`src/rtl/core/vpcs_ram.sv`:
```
// Generic single-port-write, single-port-read RAM with registered read data.
// No dependencies.
`timescale 1ns / 1ps

module vpcs_ram #(
   parameter int WIDTH = 4,
   parameter int DEPTH = 256
) (
   input  logic                     clock,
   input  logic                     wr_en,
   input  logic [$clog2(DEPTH)-1:0] wr_addr,
   input  logic [WIDTH-1:0]         wr_data,
   input  logic                     rd_en,
   input  logic [$clog2(DEPTH)-1:0] rd_addr,
   output logic [WIDTH-1:0]         rd_data
);

   logic [WIDTH-1:0] mem [DEPTH];

   always_ff @(posedge clock) begin
      if (wr_en) begin
         mem[wr_addr] <= wr_data;
      end
      if (rd_en) begin
         rd_data <= mem[rd_addr];
      end
   end

endmodule

```
`config.mk`:
```
export PLATFORM = sky130hd
export DESIGN_NAME = vpcs_ram
export DESIGN_NICKNAME = d
export VERILOG_FILES = /design/src/rtl/core/vpcs_ram.sv
export SDC_FILE = /design/constraint.sdc
export NUM_CORES = 1
export LEC_CHECK = 0
export BUFFER_PORTS_ARGS = -buffer_cell sky130_fd_sc_hd__buf_2
export CAP_MARGIN = 20
export CORE_ASPECT_RATIO = 0.8
export CORE_MARGIN = 10
export CORE_UTILIZATION = 54
export CTS_BUF_LIST = sky130_fd_sc_hd__clkbuf_8
export DETAILED_ROUTE_END_ITERATION = 10
export PLACE_DENSITY = 0.77
export SYNTH_ARGS = -nofsm -noshare
export SYNTH_HDL_FRONTEND = slang
export SYNTH_SLANG_ARGS = --single-unit
```
`constraint.sdc`:
```
create_clock -name clock -period 7.1 [get_ports clock]
set_clock_uncertainty 0.2 [all_clocks]
set_input_delay 0 -clock clock [delete_from_list [all_inputs] [get_ports clock]]
set_output_delay 0 -clock clock [all_outputs]
set_load 0.005 [all_outputs]
```
Word-level counts from Yosys, hierarchy flattened
Memory sizes are Yosys's and may differ from the RTL's. A register that Yosys moved wholly into a read port is not among the register bits.
Index checks and enable logic that the tools add are counted.
{"block": "word_totals", "ff_bits": 0, "latchBits": 0, "mem_bits_rw": 1024, "romBits": 0, "n_memories": 1}
{"block": "op_classes", "n_addsub": 0, "multipliers": 0, "div": 0, "magnitude_cmp": 0, "n_eq_ne": 0, "shift": 0, "mux": 2, "bitwise_logic": 0, "n_reduce_logical": 0}
{"memory": "mem", "words": 256, "width": 4, "rd": 1, "rd_clocked_by_memory_dff": 1, "write_ports": 1, "line": "18", "rtl": "logic [WIDTH-1:0] mem [DEPTH];"}
{"operator": "1-bit two-way mux", "count": 2}

Logic depth before layout (Yosys ltp)
{"block": "depth", "depth_word": 2, "mapped_depth": 11}

Least setup slack after synthesis
Ideal clock, no wire load.
{"block": "synth_timing", "path_kind": "input to register", "startpoint": "in rd_addr[0]", "endpoint": "reg rd_data[2] (read register of mem), data pin", "setup_time_ps": 268, "arrival_ps": 1797, "required_ps": 6632, "setup_slack_ps": 4834, "cell_stages": 10, "path_buffers": 5, "path_cell_list": "buf_6 buf_6 buf_6 buf_4 buf_4 mux4_2 a22oi_1 nand3_1 nand4_1 o211ai_1"}
{"element": "start, declared", "line": "14", "rtl": "input logic [$clog2(DEPTH)-1:0] rd_addr,"}
{"element": "end, declared", "line": "15", "rtl": "output logic [WIDTH-1:0] rd_data"}

==> flow_metrics.tcl <==
set metrics [dict create \
    slowest_delay_ns 0.64 \
    first_pass_iters 6 \
    hold_path_end "mem[160][0]" \
    ys_seq_area_share_pct 75.8 \
    yosys.area.top_type_share_pct 75.8 \
    hold_path.class "input pin to flop" \
    clock_path_buffers 3 \
    drv_cap 0 \
    p_leak_nw 13.9 \
    cts_tree "yes" \
    finalSetupViolCount 0 \
    drt_iter0_markers 3016 \
    tightest_slew_ns 1.11 \
    grt_overflow 0 \
    numCtsBuffers 149 \
    drive_above_1_share_pct 22.8 \
    grt_pass1_wl_mm 141 \
    grt_max_degree 137 \
    max_slew_margin_pct 25.8 \
    irDropWorstVdd_uv 211 \
    insertion_delay_ns 0.83 \
    crit_slowest_cell "buf_12" \
    cp.required_ns 7.47 \
    crit_type "input pin to flop" \
    netlist_top_cells_area "edfxtp_1 (76%), mux4_2 (14%), nor2_1 (2.5%)" \
    root_buffer "clkbuf_8" \
    core_area_mm2 0.0743 \
    hpwl_mm 57.7 \
    vias 21010 \
    pre_cts_ws_ns 3.70 \
    postCtsSetupRepairBufs 0 \
    drcViolationCount 0 \
    fp.dieH_um 266 \
    ys_seq_elements 1028 \
    htreeDepth 4 \
    rsz0062_at_grt "no" \
    syn_area_mm2 0.0407 \
    status "completed" \
    yosys.area.top_type "edfxtp_1" \
    ys_warn_count 0 \
    wire_per_inst_um 29.1 \
    die_width_um 327 \
    ant_nets 0 \
    post_cts_resized 0 \
    grtUsageTotal_pct 22.0 \
    cts.clk_slew.worst_paths_ns 0.07 \
    wl_mm 95.5 \
    whs_path_depth 2 \
    first_global_vias 21008 \
    area_growth_pct 10.3 \
    numPortBuffers 26 \
    rr_endpoint "rd_data[0]" \
    rrSetupSlack_ns 3.59 \
    antenna_found_initial 11 \
    fin_util_pct 60.5 \
    fmax_mhz 281 \
    cp_data_arrival_time_ns 3.93 \
    power_w 0.0119 \
    cp_top_family "buffers and inverters" \
    power.density_mw_per_mm2 265 \
    cp_cell_sequence "buf_8 -> buf_12 -> mux4_2 -> mux2_2 -> a22oi_1 -> o211ai_1 -> dlygate4sd3_1 -> o211ai_1 -> o211ai_1 -> dlygate4sd3_1" \
    nets 2177 \
    num_rows 89 \
    cp_max_fo 102 \
    startpoint_type "input pin" \
    slew_violations 0 \
    viasPerCell 6.41 \
    hp-start "wr_data[0]" \
    hold_viol_final 0 \
    synth_cells 2051 \
    crit_path_frequent_cell "o211ai_1" \
    synth_nets 2074 \
    start_util_pct 54.8 \
    ioPinCount 27 \
    r2r_start "mem[84][0]" \
    end_kind "flop" \
    ys_types 41 \
    clock-sinks 1028 \
    ff2ff_path_depth 8 \
    cp_num_buf_inv 4 \
    die_area_mm2 0.0869 \
    worst_slack_ns 3.54 \
    syn_avg_cell_area_um2 19.9 \
    finalCritPeriodShare_pct 50.1 \
    gp_congestion 0.882 \
    layout_min_cycle_time_ns 3.56 \
    final.setup.tns_ns 0 \
]
-- layout by cell type (no fill, tap or decap), types with 4 or more instances in the layout --
| cell type | instances |
|---|---|
| o21ai_0 | 16 |
| a211oi_1 | 7 |
| clkinv_1 | 30 |
| clkinvlp_4 | 7 |
| o221ai_1 | 8 |
| nor3_1 | 7 |
| o22ai_1 | 10 |
| nor2_1 | 275 |
| nor2b_1 | 26 |
| a2111oi_1 | 5 |
| nand2_1 | 55 |
| nand2b_1 | 12 |
| mux2i_1 | 65 |
| a31oi_1 | 6 |
| buf_2 | 19 |
| edfxtp_1 | 1028 |
| inv_1 | 43 |
| diode_2 | 8 |
| a221oi_1 | 8 |
| a22oi_1 | 32 |
| a21oi_1 | 13 |
| mux2_2 | 6 |
| mux4_2 | 250 |
| nand3_2 | 8 |
| clkinv_2 | 18 |
| buf_4 | 21 |
| buf_6 | 4 |
| o211ai_1 | 13 |
| nand3_1 | 31 |
| buf_12 | 5 |
| dlygate4sd3_1 | 26 |
| clkbuf_8 | 152 |
| nand4_1 | 15 |
| bufinv_16 | 10 |
| nor4_1 | 5 |
-- synthesized netlist by cell type, drive strengths merged --
cell / instances
buf: 60
or3: 2
a211oi: 7
a21oi: 13
o211ai: 13
and4: 2
mux4: 250
nand2b: 12
mux2: 6
or4: 1
o21bai: 2
nand3: 39
edfxtp: 1028
a31oi: 6
nand4: 15
or3b: 1
nor2: 275
inv: 2
clkbuf: 68
a2111oi: 7
nor3: 7
nand2: 55
nor4: 5
o22ai: 10
a21boi: 2
nor2b: 26
o221ai: 8
a221oi: 8
o21ai: 16
a22oi: 32
a2bb2oi: 1
nand3b: 1
mux2i: 65
nor3b: 1
or2: 2
and2: 3
-- sequential cells by signal, summed over array words and instances (netlist names) --
name     count
rd_data      4
mem       1024
-- power by group --
group	switching, W	internal, W	leakage (nW)
combinational	0.000391	0.000216	3.02
sequential	0.00000777	0.00669	9.24
clock	0.00222	0.00236	1.60
total	0.00262	0.00927	13.9
-- what timing repair did --
| item | 4_1_cts | 5_1_grt |
|---|---|---|
| endpoints found under the hold margin | 1013 | 64 |
| setup endpoints to repair | 0 | 0 |
| hold buffers | 24 | 2 |
-- final cells by class --
type	instances	area (µm²)
clock inverter	112	759
clock buffer	152	2090
sequential	1028	30900
fill	5019	29400
timing repair buffer	80	713
antenna	8	20.0
inverter	2	7.51
multi-input combinational	893	9210
tap	1001	1250
-- metrics by stage --
step	cell area, µm²	hold WS (ns)	instances
4_1_cts	44900	0.0152	3263
3_5_place_dp	41800	0.146	2975
3_3_place_gp	41800	0.151	2975
2_1_floorplan	40700	-0.101	2051
5_1_grt	44900	0.0521	3272
6_report	44900	0.0372	3276
-- worst max-delay path by stage --
stage	startpoint	end	cells after the start
final	rd_addr[0]	rd_data[0]	10
after global routing	rd_addr[0]	rd_data[0]	10
after CTS	rd_addr[0]	rd_data[0]	10
after detailed placement	rd_addr[1]	rd_data[0]	8
after global placement	rd_addr[0]	rd_data[0]	8
after floorplan	rd_addr[0]	rd_data[2]	10
-- metal layers --
metal	wire length (µm)	vias to the layer above	GRT usage [%]
li1	-	8606	-
met1	37800	10841	31.5
met2	41600	1380	30.6
met3	13900	173	9.19
met4	2080	10	7.01
met5	69	-	0
-- cells by family (layout without fill, tap and decap cells) --
logic type	count (synthesis)	after routing	synth area share [%]
buffers and inverters	130	346	1.71
multiplexers	321	321	15.6
AO/OA/AOI/OAI	125	125	2.15
AND/OR/NAND/NOR	447	447	4.73
other	0	8	0
flip-flops	1028	1028	75.8
-- worst register-to-register path, cell delays in order, from the launching register on --
cell	delay [ns]
edfxtp_1	0.38
mux4_2	0.47
mux2_2	0.28
a22oi_1	0.40
o211ai_1	0.13
dlygate4sd3_1	0.62
o211ai_1	0.09
o211ai_1	0.12
dlygate4sd3_1	0.58
(Power assumes the default switching activity.)
