## src/rtl/core/vpcs_pkg.sv

```systemverilog
// Package for the 3D patch center scan: widths, register indexes, result kinds,
// shared structs and the saturating run step. No dependencies.
`timescale 1ns / 1ps

package vpcs_pkg;

   localparam int MAX_DIM   = 256;
   localparam int COORD_W   = $clog2(MAX_DIM);
   localparam int SIZE_W    = COORD_W + 1;
   localparam int PLANE_AW  = 2 * COORD_W;
   localparam int HALF_W    = 3;
   localparam int RUN_W     = HALF_W + 1;
   localparam int VOXEL_W   = 8;
   localparam int CSR_IDX_W = 3;
   localparam int CSR_DAT_W = 9;

   localparam logic [CSR_IDX_W-1:0] CSR_SIZE_X = 3'd0;
   localparam logic [CSR_IDX_W-1:0] CSR_SIZE_Y = 3'd1;
   localparam logic [CSR_IDX_W-1:0] CSR_SIZE_Z = 3'd2;
   localparam logic [CSR_IDX_W-1:0] CSR_HALF_X = 3'd3;
   localparam logic [CSR_IDX_W-1:0] CSR_HALF_Y = 3'd4;
   localparam logic [CSR_IDX_W-1:0] CSR_HALF_Z = 3'd5;
   localparam logic [CSR_IDX_W-1:0] CSR_SOURCE = 3'd6;

   localparam logic KIND_CENTER = 1'b0;
   localparam logic KIND_END    = 1'b1;

   typedef struct packed {
      logic [COORD_W-1:0] x;
      logic [COORD_W-1:0] y;
      logic [COORD_W-1:0] z;
      logic               last_x;
      logic               last_y;
      logic               last_z;
   } pos_type;

   typedef struct packed {
      logic [COORD_W-1:0] x;
      logic [COORD_W-1:0] y;
      logic [COORD_W-1:0] z;
      logic               src;
      logic               vol_end;
      logic               fwd_col;
      logic [RUN_W-1:0]   fwd_col_val;
      logic               fwd_pl;
      logic [RUN_W-1:0]   fwd_pl_val;
   } item_type;

   typedef struct packed {
      logic [RUN_W-1:0] run_x;
      logic [RUN_W-1:0] col;
      logic [RUN_W-1:0] plane;
      logic             hit;
   } runs_type;

   function automatic logic [RUN_W-1:0] bump(input logic [RUN_W-1:0] prev,
                                             input logic [RUN_W-1:0] full);
      logic [RUN_W:0] n;
      n = {1'b0, prev} + {{RUN_W{1'b0}}, 1'b1};
      return (n > {1'b0, full}) ? full : n[RUN_W-1:0];
   endfunction

endpackage

```

## src/rtl/core/vpcs_scan.sv

```systemverilog
// Raster position counter (x fastest) with clamped volume extents.
// Depends on vpcs_pkg.
`timescale 1ns / 1ps

module vpcs_scan (
   input  logic                          clock,
   input  logic                          reset,
   input  logic                          advance,
   input  logic [vpcs_pkg::SIZE_W-1:0]   size_x,
   input  logic [vpcs_pkg::SIZE_W-1:0]   size_y,
   input  logic [vpcs_pkg::SIZE_W-1:0]   size_z,
   output vpcs_pkg::pos_type             pos
);

   logic [vpcs_pkg::COORD_W-1:0] x_ff, y_ff, z_ff;
   logic [vpcs_pkg::COORD_W-1:0] x_in, y_in, z_in;
   logic [vpcs_pkg::SIZE_W-1:0]  sx, sy, sz;

   function automatic logic [vpcs_pkg::SIZE_W-1:0] eff_size(
      input logic [vpcs_pkg::SIZE_W-1:0] s);
      if (s == '0) begin
         return {{(vpcs_pkg::SIZE_W-1){1'b0}}, 1'b1};
      end
      if (s > vpcs_pkg::SIZE_W'(vpcs_pkg::MAX_DIM)) begin
         return vpcs_pkg::SIZE_W'(vpcs_pkg::MAX_DIM);
      end
      return s;
   endfunction

   always_comb begin
      sx = eff_size(size_x);
      sy = eff_size(size_y);
      sz = eff_size(size_z);
      pos.x = x_ff;
      pos.y = y_ff;
      pos.z = z_ff;
      pos.last_x = ({1'b0, x_ff} + 1'b1) >= sx;
      pos.last_y = ({1'b0, y_ff} + 1'b1) >= sy;
      pos.last_z = ({1'b0, z_ff} + 1'b1) >= sz;
      x_in = x_ff;
      y_in = y_ff;
      z_in = z_ff;
      if (pos.last_x) begin
         x_in = '0;
         if (pos.last_y) begin
            y_in = '0;
            z_in = pos.last_z ? '0 : z_ff + 1'b1;
         end else begin
            y_in = y_ff + 1'b1;
         end
      end else begin
         x_in = x_ff + 1'b1;
      end
   end

   always_ff @(posedge clock) begin
      if (reset) begin
         x_ff <= '0;
         y_ff <= '0;
         z_ff <= '0;
      end else if (advance) begin
         x_ff <= x_in;
         y_ff <= y_in;
         z_ff <= z_in;
      end
   end

endmodule

```

## config.mk

```make
export PLATFORM = sky130hd
export DESIGN_NAME = vpcs_scan
export DESIGN_NICKNAME = d
export VERILOG_FILES = /design/src/rtl/core/vpcs_pkg.sv /design/src/rtl/core/vpcs_scan.sv
export SDC_FILE = /design/constraint.sdc
export NUM_CORES = 1
export LEC_CHECK = 0
export BUFFER_PORTS_ARGS = -buffer_cell sky130_fd_sc_hd__buf_4
export CORE_MARGIN = 10
export CORE_UTILIZATION = 40
export CTS_BUF_LIST = sky130_fd_sc_hd__clkbuf_2 sky130_fd_sc_hd__clkbuf_4 sky130_fd_sc_hd__clkbuf_8
export DETAILED_ROUTE_END_ITERATION = 12
export GPL_TIMING_DRIVEN = 0
export SETUP_SLACK_MARGIN = 0.02
export SYNTH_ARGS = -nofsm -noshare
export SYNTH_HDL_FRONTEND = slang
export SYNTH_SLANG_ARGS = --single-unit
```

## constraint.sdc

```tcl
create_clock -name clock -period 4.6 [get_ports clock]
set_input_delay 1.38 -clock clock [delete_from_list [all_inputs] [get_ports clock]]
set_output_delay 1.38 -clock clock [all_outputs]
set_load 0.01 [all_outputs]
```

Yosys cells after proc, flatten, opt, wreduce, memory -nomap -nowiden:

Cells that the tools add are included.
W data, S select, Z words.

* add/subtract/negate cells: 6
* reductions and logical operators: 5
* mux-type cells: 24
* $lt $le $gt $ge: 6

Operator list (count)
* $mux W9: 12
* $add A8 B1 Y9 const B: 3
* $ge A9 B9 Y1: 3
* $gt A9 B9 Y1 const B: 3
* $logic_not A9 Y1: 3
* $add A8 B1 Y8 const B: 3
* $mux W8: 3
* $mux W1: 9
* $reduce_and A3 Y1: 1
* $reduce_and A2 Y1: 1

* bits in registers: 24
* output and inout bits: 27
* word-level logic and storage cells: 44

Longest topological paths before layout:

* word-level depth: 7
* mapped depth: 12
* mapped depth without buffers: 11

Worst setup path after synthesis:

No wires, ideal clock.

* path kind: input port to output port
* from: input port size_x[4] (netlist bit)
* to: output port pos[2] (netlist bit)
* stages: 8
* arrival time: 2.893 ns
* setup slack: 0.327 ns
* cell sequence: nor4_1 -> a21oi_1 -> nor2_1 -> ha_1 -> nand2b_1 -> a2111oi_0 -> o211ai_1 -> clkbuf_1

RTL lines
* start, declared: RTL line vpcs_scan.sv:9 `input logic [vpcs_pkg::SIZE_W-1:0] size_x,`
* end, declared: RTL line vpcs_scan.sv:12 `output vpcs_pkg::pos_type pos`

==> summary by stage <==
Setup path
At the worst endpoint, the required time is 3.22 ns. STA puts the critical path data arrival time at 3.09 ns. The worst setup path is captured at an output pin.

The type of the worst setup path is input port to output pin. The maximum fanout encountered on the critical timing path is 2. STA classifies the critical path startpoint as an input port.

Cells and area
Summing all multi-input logic gate instances after layout gives 1556 um2. The library cells used most frequently in the layout, excluding fill and tap cells, are sky130_fd_sc_hd__buf_4 (56), sky130_fd_sc_hd__nand2_1 (44), sky130_fd_sc_hd__ha_1 (30). Cells with a size suffix above 1 make up 23.01% of the layout. The sequential cell area is 480.5 um2. Relative to the synthesized area, the layout overhead comes to 33.56%. Leaving out fill and tap cells, the most frequent cell in the layout is sky130_fd_sc_hd__buf_4. The final-stage net count is 387. After filler insertion, the fill cell instance count of the layout stands at 468. The diode insertion count for antenna repair is 0.

Routing
After detailed routing, the number of vias per cell comes to 5.188. Wires add up to roughly 5500 um. The number of DRC violations after detailed-routing iteration 0 is 94. The post-detailed-route DRC marker count is 0.

Dividing the detail-routed wire length by the instance count gives 13.88 um. The routed layout has 2039 vias. The count of nets left with antenna violations once routing finished came out at 0. The first detailed-routing pass took 4 iterations.

Timing
The worst slack on hold paths is 0.5038 ns. After layout, the minimum clock period comes to around 4.5 ns. Setup violations remaining at the end of the flow were counted as 0. Setup repair after global routing could not meet its margin everywhere. The clock tree skew after final layout is 0.002823 ns. The total count of max-transition violations in the final report is 0. The total count of hold-check failures in the final report is 0. The measured slew at the worst slew-check pin is 0.6224 ns. The worst path uses 97.27% of the clock period. The relative slew slack is 58.51%. The maximum clock rate is 0.2235 GHz.

The total negative slack is 0 ns.

Power
Internal power comes to about 0.38 mW. VDD sags by at most 0.0001100 V. The cell area power density is 198.8 nW/um2. Combinational logic is responsible for 29.1% of the overall power. The switching power share of the total is a little under a third. In this run the static leakage power is 1.307 nW.

Summed over all nets, the switching power comes to between 0.15 and 0.2 mW. The clock network fraction of total power is 27.6%. The overall power after layout is 0.5375 mW.

Sequential cells burn 43.3% of the power.

Die
The starting density of the core is 42.03%. The number of top-level pins is 57. The placeable core region is 4817 um2.

Measured along the x axis, the die boundary spans 91.14 um. The die boundary height is 91.14 um. The floorplan step defined a die boundary enclosing 8307 um2. The floorplan has 25 rows.

Synth
A synthesized cell averages 7.727 um2. Counting every net in the synthesized netlist gives 322. The cell count after synthesis is about 260.

The proportion of synthesized chip area in sequential cells is 23.73%. In this run, synthesis produced a sequential element count of 24. The summed instance area of the synthesized netlist is slightly above 2000 um2. The number of library cell types mapped by synthesis is 42. During synthesis, Yosys emitted a total of 0 warnings.

Clock network
In this run the number of H-tree levels came out at 1. The clock passes through at most 2 buffers. Clock tree synthesis found a total of 24 sinks. Clock tree synthesis selected as its root buffer the cell sky130_fd_sc_hd__clkbuf_8. The total of hold buffers inserted after clock tree synthesis is 0. Buffers inserted during clock tree synthesis total 3. The worst-skew pair later-pin latency is 0.27 ns. The clock-pin transition on the worst setup and hold timing paths is 0.09 ns.

The clock tree from TritonCTS is built.

GRT
The initial antenna violation count is 0. The first global-routing pass estimated 9301 um of wire. Global routing consumed, over all layers together, 12.78% of the routing resources. Summed over all layers, the global routing overflow is 0. The largest net degree at the start of global routing is 14. The number of global-route vias before repair is around 2000.

Hold path
The tightest min-delay check is of the flop to flop type.

Place
The number of buffers inserted by port buffering is 54. The half-perimeter wire length of the detailed placement result is 4323 um. The weighted congestion at the end of routability-driven global placement is 0.8479.

Job
The max-capacitance violation count is 0.

Run status
The flow ran to the end, and the final reports show no timing, DRC or antenna violations.
==> worst max-delay path, cell delays in order <==
cell and delay [ns]:
sky130_fd_sc_hd__buf_4 0.12, sky130_fd_sc_hd__nor4_4 0.24, sky130_fd_sc_hd__a21oi_1 0.10, sky130_fd_sc_hd__nor2_1 0.11, sky130_fd_sc_hd__ha_1 0.23, sky130_fd_sc_hd__nand2b_4 0.14, sky130_fd_sc_hd__a2111oi_4 0.28, sky130_fd_sc_hd__o211ai_1 0.18
sky130_fd_sc_hd__buf_4 0.18, sky130_fd_sc_hd__buf_6 0.11
==> area by class of cell <==
class                   count  area share (%)
clock buffers               4           2.036
well taps                  67           3.100
repair buffers             60           17.35
inverters                   8           1.203
multi-input cells         224           57.57
plain buffers               6          0.9718
flip-flops and latches     24           17.77
==> synthesized netlist by cell type (all sizes together) <==
master   count  area, um2
a211o        2      17.52
a21o         4      30.03
buf          1      3.750
and4         1      8.760
a31oi        2      12.51
dfxtp       24      480.5
and3         8      50.05
xor2         7      61.31
or4          2      15.01
nand2b       3      18.77
nand3       18      90.09
nand3b       4      30.03
a2111oi      1      8.760
a21oi       20      100.1
a211oi       1      7.510
o21ai        8      40.04
ha          30      375.4
a22o         2      17.52
nand4b       1      8.760
inv          5      21.27
nor4         3      18.77
o21a         2      15.01
nor3         6      35.03
xnor2       11      96.34
o211ai       3      22.52
and2         1      6.260
clkbuf       5      18.77
a22oi        1      7.510
nand2       44      165.2
clkinv       3      11.26
nor2b        2      12.51
o2bb2ai      1      8.760
mux2         1      11.26
nand4        2      12.51
or3          1      6.260
a221o        5      50.05
nor2        25      110.1
o311ai       1      8.760
o211a        1      10.01
==> power by group through the flow <==
stage | logic [mW] | clock network (mW) | registers, mW
2_1_floorplan | 0.0768 | 0 | 0.239
3_3_place_gp | 0.137 | 0 | 0.238
3_5_place_dp | 0.138 | 0 | 0.237
4_1_cts | 0.149 | 0.153 | 0.233
5_1_grt | 0.175 | 0.162 | 0.235
6_report | 0.156 | 0.148 | 0.233
==> per-stage QoR <==
stage	worst slack [ns]	cell area, um2	util (%)	instances
after detailed placement	-0.3520	2514	52.18	383
after floorplan	0.3267	2024	-	262
after global placement	-0.2986	2514	52.18	383
after global routing	0.01039	2704	56.13	393
after CTS	0.02637	2640	54.81	391
final	0.1257	2704	56.13	393
==> metal layers <==
metal	GRT usage [%]	share of wire, %	vias to the layer above
met5	0	0	-
li1	-	-	1074
met4	3.916	0.97	0
met1	15.97	49	916
met2	21.54	45	45
met3	2.469	4.9	4
==> path summary, 6_finish.rpt <==
path	slack (ns)	cells past startpoint	from	end
setup / recovery	0.13	10	size_x[5]	pos[2]
hold reg to reg	0.50	2	y_ff[5]	y_ff[5]
setup reg to reg	1.11	13	x_ff[0]	z_ff[0]
hold / removal	0.50	2	y_ff[5]	y_ff[5]
==> logic make-up (layout without fill, tap and decap cells) <==
group,after synthesis,after routing,synth area share [%]
AO/OA/AOI/OAI,54,54,17.62
flip-flops,24,24,23.73
AND/OR/NAND/NOR,121,121,29.05
buffers and inverters,14,78,2.719
multiplexers,1,1,0.5562
XOR/XNOR,18,18,7.787
adder cells (fa/ha/maj),30,30,18.54
==> registers in the layout, indices dropped and copies added, names as in the netlist <==
name,flops
y_ff,8
z_ff,8
x_ff,8
==> what timing repair did <==
| item | 4_1_cts | 5_1_grt |
|---|---|---|
| endpoints found under the setup margin | 3 | 3 |
| hold endpoints to repair | 0 | 0 |
| buffers inserted | 4 | 2 |
| pin swaps | 9 | 13 |
| resized for setup | 11 | 9 |
(Power assumes the default switching activity.)
