File: src/rtl/core/vpcs_pkg.sv
// Package for the 3D patch center scan: widths, register indexes, result kinds,
// shared structs and the saturating run step. No dependencies.
`timescale 1ns / 1ps

package vpcs_pkg;

   localparam int MAX_DIM   = 256;
   localparam int COORD_W   = $clog2(MAX_DIM);
   localparam int SIZE_W    = COORD_W + 1;
   localparam int PLANE_AW  = 2 * COORD_W;
   localparam int HALF_W    = 3;
   localparam int RUN_W     = HALF_W + 1;
   localparam int VOXEL_W   = 8;
   localparam int CSR_IDX_W = 3;
   localparam int CSR_DAT_W = 9;

   localparam logic [CSR_IDX_W-1:0] CSR_SIZE_X = 3'd0;
   localparam logic [CSR_IDX_W-1:0] CSR_SIZE_Y = 3'd1;
   localparam logic [CSR_IDX_W-1:0] CSR_SIZE_Z = 3'd2;
   localparam logic [CSR_IDX_W-1:0] CSR_HALF_X = 3'd3;
   localparam logic [CSR_IDX_W-1:0] CSR_HALF_Y = 3'd4;
   localparam logic [CSR_IDX_W-1:0] CSR_HALF_Z = 3'd5;
   localparam logic [CSR_IDX_W-1:0] CSR_SOURCE = 3'd6;

   localparam logic KIND_CENTER = 1'b0;
   localparam logic KIND_END    = 1'b1;

   typedef struct packed {
      logic [COORD_W-1:0] x;
      logic [COORD_W-1:0] y;
      logic [COORD_W-1:0] z;
      logic               last_x;
      logic               last_y;
      logic               last_z;
   } pos_type;

   typedef struct packed {
      logic [COORD_W-1:0] x;
      logic [COORD_W-1:0] y;
      logic [COORD_W-1:0] z;
      logic               src;
      logic               vol_end;
      logic               fwd_col;
      logic [RUN_W-1:0]   fwd_col_val;
      logic               fwd_pl;
      logic [RUN_W-1:0]   fwd_pl_val;
   } item_type;

   typedef struct packed {
      logic [RUN_W-1:0] run_x;
      logic [RUN_W-1:0] col;
      logic [RUN_W-1:0] plane;
      logic             hit;
   } runs_type;

   function automatic logic [RUN_W-1:0] bump(input logic [RUN_W-1:0] prev,
                                             input logic [RUN_W-1:0] full);
      logic [RUN_W:0] n;
      n = {1'b0, prev} + {{RUN_W{1'b0}}, 1'b1};
      return (n > {1'b0, full}) ? full : n[RUN_W-1:0];
   endfunction

endpackage

File: src/rtl/core/vpcs_erode.sv
// Separable erosion step: x run, column run and plane run for one voxel.
// Depends on vpcs_pkg.
`timescale 1ns / 1ps

module vpcs_erode (
   input  vpcs_pkg::item_type             item,
   input  logic [vpcs_pkg::RUN_W-1:0]     run_x_prev,
   input  logic [vpcs_pkg::RUN_W-1:0]     col_rd,
   input  logic [vpcs_pkg::RUN_W-1:0]     plane_rd,
   input  logic [vpcs_pkg::HALF_W-1:0]    half_x,
   input  logic [vpcs_pkg::HALF_W-1:0]    half_y,
   input  logic [vpcs_pkg::HALF_W-1:0]    half_z,
   output vpcs_pkg::runs_type             runs
);

   logic [vpcs_pkg::RUN_W-1:0] fx, fy, fz;
   logic [vpcs_pkg::RUN_W-1:0] col_old, plane_old;

   always_comb begin
      fx = {half_x, 1'b1};
      fy = {half_y, 1'b1};
      fz = {half_z, 1'b1};
      col_old   = item.fwd_col ? item.fwd_col_val : col_rd;
      plane_old = item.fwd_pl ? item.fwd_pl_val : plane_rd;

      runs.run_x = item.src ?
         vpcs_pkg::bump((item.x == '0) ? '0 : run_x_prev, fx) : '0;
      runs.col = (runs.run_x >= fx) ?
         vpcs_pkg::bump((item.y == '0) ? '0 : col_old, fy) : '0;
      runs.plane = (runs.col >= fy) ?
         vpcs_pkg::bump((item.z == '0) ? '0 : plane_old, fz) : '0;
      runs.hit = runs.plane >= fz;
   end

endmodule

File: config.mk
export PLATFORM = sky130hd
export DESIGN_NAME = vpcs_erode
export DESIGN_NICKNAME = d
export VERILOG_FILES = /design/src/rtl/core/vpcs_pkg.sv /design/src/rtl/core/vpcs_erode.sv
export SDC_FILE = /design/constraint.sdc
export NUM_CORES = 1
export LEC_CHECK = 0
export ABC_AREA = 1
export BUFFER_PORTS_ARGS = -buffer_cell sky130_fd_sc_hd__buf_2
export CORE_MARGIN = 4
export CORE_UTILIZATION = 35
export DETAILED_ROUTE_END_ITERATION = 12
export PLACE_DENSITY = 0.69
export REMOVE_ABC_BUFFERS = 1
export SETUP_SLACK_MARGIN = 0.4
export SYNTH_ARGS = -nofsm -noshare
export SYNTH_HDL_FRONTEND = slang
export SYNTH_SLANG_ARGS = --single-unit
File: constraint.sdc
create_clock -name vclk -period 16.8
set_clock_uncertainty 0.15 [all_clocks]
set_input_delay 3.36 -clock vclk [all_inputs]
set_output_delay 3.36 -clock vclk [all_outputs]
set_load 0.02 [all_outputs]
Word-level counts from Yosys, hierarchy flattened
Index checks and enable logic that the tools add are counted.
{"block": "word_totals", "reg_bits": 0, "elab_cells": 23}
{"block": "classes", "add_sub_neg": 3, "magnitude_cmp": 6, "mux": 11, "n_reduce_logical": 3}
{"cell": "$mux W4", "count": 11}
{"cell": "$logic_not A8 Y1", "count": 3}
{"cell": "$add A4 B1 Y5 const B", "count": 3}
{"cell": "$gt A5 B4 Y1", "count": 3}
{"cell": "$ge A4 B4 Y1", "count": 3}

Longest topological paths before layout
Gate-level depths: netlist of run 1.
{"block": "logic_depth", "depth_word": 11, "depth_mapped": 34, "depth_no_buf": 34}

Worst setup path after synthesis of run 1
OpenSTA, ideal clock, no wires.
{"block": "synth_path", "path_kind": "input port to output port", "startpoint": "input item[28] (netlist bit)", "endpoint": "output runs[0] (netlist bit)", "arrival_time_ps": 8061, "required_time_ps": 13290, "setup_slack_ps": 5229, "path_stages": 30, "n_path_buf": 0, "cell_sequence": "nor2_1 nand2_1 o21ai_1 inv_1 ha_1 xor2_1 inv_1 ha_1 a21oi_1 o21bai_1 nand2_1 nand2_1 a211oi_1 ha_1 inv_1 nand2_1 nand2_1 nand2_1 inv_1 a211oi_1 ha_1 nand2_1 inv_1 nand2_1 nand2_2 inv_2 a211oi_2 ha_1 a21oi_1 nand2_1"}
{"element": "start: declaration", "line_no": "vpcs_erode.sv:6", "rtl": "input vpcs_pkg::item_type item,"}
{"element": "end: declaration", "line_no": "vpcs_erode.sv:13", "rtl": "output vpcs_pkg::runs_type runs"}

==> results.cfg, run 1 <==
[clocking]
ctsHoldBuffers = 0
postCtsSetupBuffers = 0
cts_resized = 0

[logic_synthesis]
syn_area_per_cell_sq_um = 6.04
synthCells = 173
ys_seq_area_share_pct = 0
syn_area_sq_um = 1040
synth-warning-count = 0
yosysUniqueCellTypes = 24

[grt]
grt_pass1_wl_um = 4510
antenna_found_initial = 0
grt_use_total_pct = 12.6
grt_max_degree = 7
grt_pass1_vias = 1170
grt-ovfl-total = 0

[setup_path]
critical_path_required_ns = 13.29
critPathTopFamily = adder cells
arrival_ns = 7.60
cp_num_cells = 31
path_buf_inv = 7
slowest_stage = ha_1
critPathKind = in -> out
end_kind = output pin
slowest_delay_ns = 0.30
critPathLaunchType = input pin
cp_max_fo = 6
critPathMostFrequentCell = nand2_1

[pwr]
ir_drop_uv = 17.6
powerDensity_nw_per_um2 = 38.5
p_leak_nw = 0.883

[timing]
hold_viol = 0
period_share_pct = 66.2
rsz0062_at_grt = false
setup-tns-final_ns = 0
setup_viol = 0
clock.fmax_mhz = 90.0
slew_headroom_pct = 72.5
drv_slew = 0
period_needed_ns = 11.11
worstMarginPinSlew_ns = 0.413

[final_layout]
instances_no_fill = 273
n_clock_buffer = 0
layout.nets = 322
layout-drive-gt1-share_pct = 35.1
register_area_sq_um = 0
syn2layout_area_growth_pct = 36.8
n_antenna_cell = 0
seq_cells = 0

[route]
dr_total_vias = 1270
drt-vias-per-instance = 4.65
m1WireLength_um = 1150
remaining_drc_errors = 0
wl_met3_um = 238
route.met2.wl_um = 1070
dr.first_iter.drc_count = 26
drtAntennaViolNets = 0
top_layer_used = met3
totalWireLength_um = 2460
drt-wirelength-per-cell_um = 9.00
dr.pass1.iters = 4

[floorplan]
die_x_um = 62.6
start_util_pct = 37.2
die-area_sq_um = 3920
row_count = 19
core_area_sq_um = 2810
io_pins = 70
die_h_um = 62.6

[outcome]
outcome = finished, final reports clean

[placed_design]
port_buffers = 69
dp_hpwl_um = 2270
placed_cells = 273
gp_congestion = 0.747

[hold_path]
holdPathStages = 4
min_path_type = in -> out

[run]
maxCapViolCount = 0
worst paths after layout:
kind / from / endpoint / slack (ns)
setup / recovery: item[33] / runs[0] / 5.69
hold / removal: item[11] / runs[9] / 6.93
final cells by class:
type                       count  area, sq um
tap                           31         38.8
timing repair buffer          69          345
multi-input combinational    144          936
inverter                      29          109
fill                         310         1380
report_power, final:
part	internal [W]	leakage, nW	switching (W)
registers	0	0	0
clock network	0	0	0
logic	0.0000219	0.883	0.0000331
per-stage QoR:
stage          hold WS (ns)  utilization, %  worst slack, ns  area (sq um)  power [W]
2_1_floorplan          6.70               -             5.23          1040  0.0000383
6_report               6.93            50.9             5.69          1430  0.0000550
4_1_cts                6.93            50.9             5.64          1430  0.0000557
5_1_grt                6.97            50.9             5.13          1430  0.0000635
3_5_place_dp           6.92            50.9             5.67          1430  0.0000554
3_3_place_gp           6.92            50.9             5.68          1430  0.0000549
cells in the mapped netlist:
library cell | instances | share of area, %
nand2_1 | 45 | 16
inv_1 | 26 | 9.3
ha_1 | 21 | 25
nor2_1 | 17 | 6.1
a21oi_1 | 12 | 5.7
nand3_1 | 11 | 5.3
a211oi_1 | 5 | 3.6
nand2_2 | 4 | 2.4
xor2_1 | 4 | 3.4
a211oi_2 | 3 | 3.6
and2_1 | 3 | 1.8
inv_2 | 3 | 1.1
nand3_2 | 3 | 2.9
nand4_1 | 2 | 1.2
nor4_1 | 2 | 1.2
nor4_4 | 2 | 4.1
o21ai_0 | 2 | 0.96
o21ai_1 | 2 | 0.96
a22oi_1 | 1 | 0.72
a31oi_1 | 1 | 0.60
o21a_1 | 1 | 0.72
o21ai_4 | 1 | 1.6
o21bai_1 | 1 | 0.72
xnor2_1 | 1 | 0.84
tightest hold or removal path, stage by stage:
cell,delay (ns)
buf_2,0.11
nand2_1,0.06
inv_1,0.04
buf_2,0.15
metal layers:
metal | vias to the layer above | GRT usage [%]
met3 | 0 | 1.44
met2 | 46 | 23.3
li1 | 717 | -
met1 | 507 | 16.5
met5 | - | 0
met4 | 0 | 0
cells by family (layout without fill, tap and decap cells):
group	Yosys count	count (layout)	share of synthesized area, %
compound gates	29	29	19.2
fa+ha+maj	21	21	25.1
xor+xnor	5	5	4.19
simple gates	89	89	41.1
buf+inv	29	98	10.4
placed cells by master, fill, tap and decap left out, drive strengths merged:
cell / count
inv: 29
a211oi: 8
and2: 3
o21bai: 1
o21a: 1
a21oi: 12
o21ai: 5
buf: 69
nand2: 49
xor2: 4
nor4: 4
nor2: 17
ha: 21
nand4: 2
xnor2: 1
a31oi: 1
a22oi: 1
nand3: 14
Power figures use the tool's default switching activity.
==> run 2, diff against run 1 <==
Settings changed: PLACE_DENSITY 0.69 to 0.72.
Clock period 16.8 ns to 10.1 ns, I/O delays scaled along.
==> results.cfg, run 2 (synthesis gave the netlist of run 1 again) <==
[timing]
period_needed_ns = 8.45
drv_slew = 0
hold_viol = 0
period_share_pct = 83.7
worstMarginPinSlew_ns = 0.416
slew_headroom_pct = 72.2
setup_viol = 0
clock.fmax_mhz = 118
rsz0062_at_grt = false
setup-tns-final_ns = 0

[setup_path]
critPathLaunchType = input pin
slowest_stage = ha_1
arrival_ns = 6.28
end_kind = output pin
cp_max_fo = 6
critPathMostFrequentCell = nand2_1
slowest_delay_ns = 0.31
critPathKind = in -> out
critical_path_required_ns = 7.93

[floorplan]
die-area_sq_um = 3920
io_pins = 70
row_count = 19
core_area_sq_um = 2810
die_h_um = 62.6
die_x_um = 62.6
start_util_pct = 37.2

[final_layout]
n_clock_buffer = 0
design_area_sq_um = 1430
instances_no_fill = 273
layout.nets = 322
seq_cells = 0
layout_common_cells = 69 x buf_2, 45 x nand2_1, 26 x inv_1
layout-drive-gt1-share_pct = 35.1
fillers = 320
register_area_sq_um = 0
syn2layout_area_growth_pct = 36.8
layout_commonest_cell = buf_2
n_antenna_cell = 0

[route]
dr.first_iter.drc_count = 34
dr_total_vias = 1332
drt-wirelength-per-cell_um = 9.27
totalWireLength_um = 2530
dr.pass1.iters = 4
remaining_drc_errors = 0
drt-vias-per-instance = 4.88
drtAntennaViolNets = 0

[grt]
grt-ovfl-total = 0
antenna_found_initial = 0
grt_max_degree = 7
grt_pass1_vias = 1301
grt_use_total_pct = 13.1
grt_pass1_wl_um = 4720

[placed_design]
placed_area_sq_um = 1430
port_buffers = 69
placed_cells = 273
gp_congestion = 0.778
dp_hpwl_um = 2360

[hold_path]
holdPathStages = 4
worstHoldStart = item[11]
min_path_type = in -> out
holdPathEnd = runs[9]

[pwr]
powerDensity_nw_per_um2 = 64.3
power_frac_comb_pct = 100.0
p_leak_nw = 0.883
p_int_w = 0.0000365
pwr-share-clk_pct = 0
ir_drop_uv = 29.7
switchingPower_w = 0.0000553
switching_share_pct = 60.2
power_frac_seq_pct = 0

[clocking]
postCtsSetupBuffers = 0
ctsHoldBuffers = 0
cts_resized = 0

[outcome]
outcome = finished, final reports clean

[run]
maxCapViolCount = 0
run 2: cell counts in the layout (fill, tap and decap cells not counted):
Identical to the previous run, type by type.
run 2: area by class of cell:
class / count / area (sq um) / area share, %
inverter: 29 / 109 / 7.62
multi-input combinational: 144 / 936 / 65.5
tap: 31 / 38.8 / 2.71
timing repair buffer: 69 / 345 / 24.2
run 2: metrics by stage:
step                worst slack [ns]  hold slack (ns)  total power, W  utilization, %
floorplan                       1.21             4.02       0.0000638               -
global placement                1.68             4.24       0.0000910            50.9
detailed placement              1.64             4.25       0.0000926            50.9
CTS                             1.60             4.25       0.0000930            50.9
global route                    1.08             4.29        0.000106            50.9
finish                          1.65             4.25       0.0000918            50.9
run 2: worst max path at each step:
stage | startpoint | slack (ns) | endpoint | cells after the start
floorplan | item[28] | 1.21 | runs[0] | 30
global placement | item[33] | 1.68 | runs[0] | 34
detailed placement | item[28] | 1.64 | runs[0] | 33
CTS | item[28] | 1.60 | runs[0] | 33
global route | item[32] | 1.08 | runs[0] | 30
finish | item[28] | 1.65 | runs[0] | 33
run 2: per-layer routing:
layer | global-route usage [%] | wire (um)
met1 | 15.1 | 1120
met3 | 1.80 | 239
met4 | 0 | 0
met5 | 0 | 0
met2 | 26.8 | 1180
run 2: critical path, delay by kind of cell:
kind / cells / cell delay, ns
xor+xnor: 1 / 0.15
buf+inv: 7 / 0.64
simple gates: 12 / 0.87
fa+ha+maj: 5 / 1.42
compound gates: 8 / 1.19
run 2: power by group through the flow:
stage / Combinational (W) / Sequential [W] / Clock, W
after global placement: 0.0000910 / 0 / 0
final: 0.0000918 / 0 / 0
after global routing: 0.000106 / 0 / 0
after floorplan: 0.0000638 / 0 / 0
after detailed placement: 0.0000926 / 0 / 0
after CTS: 0.0000930 / 0 / 0
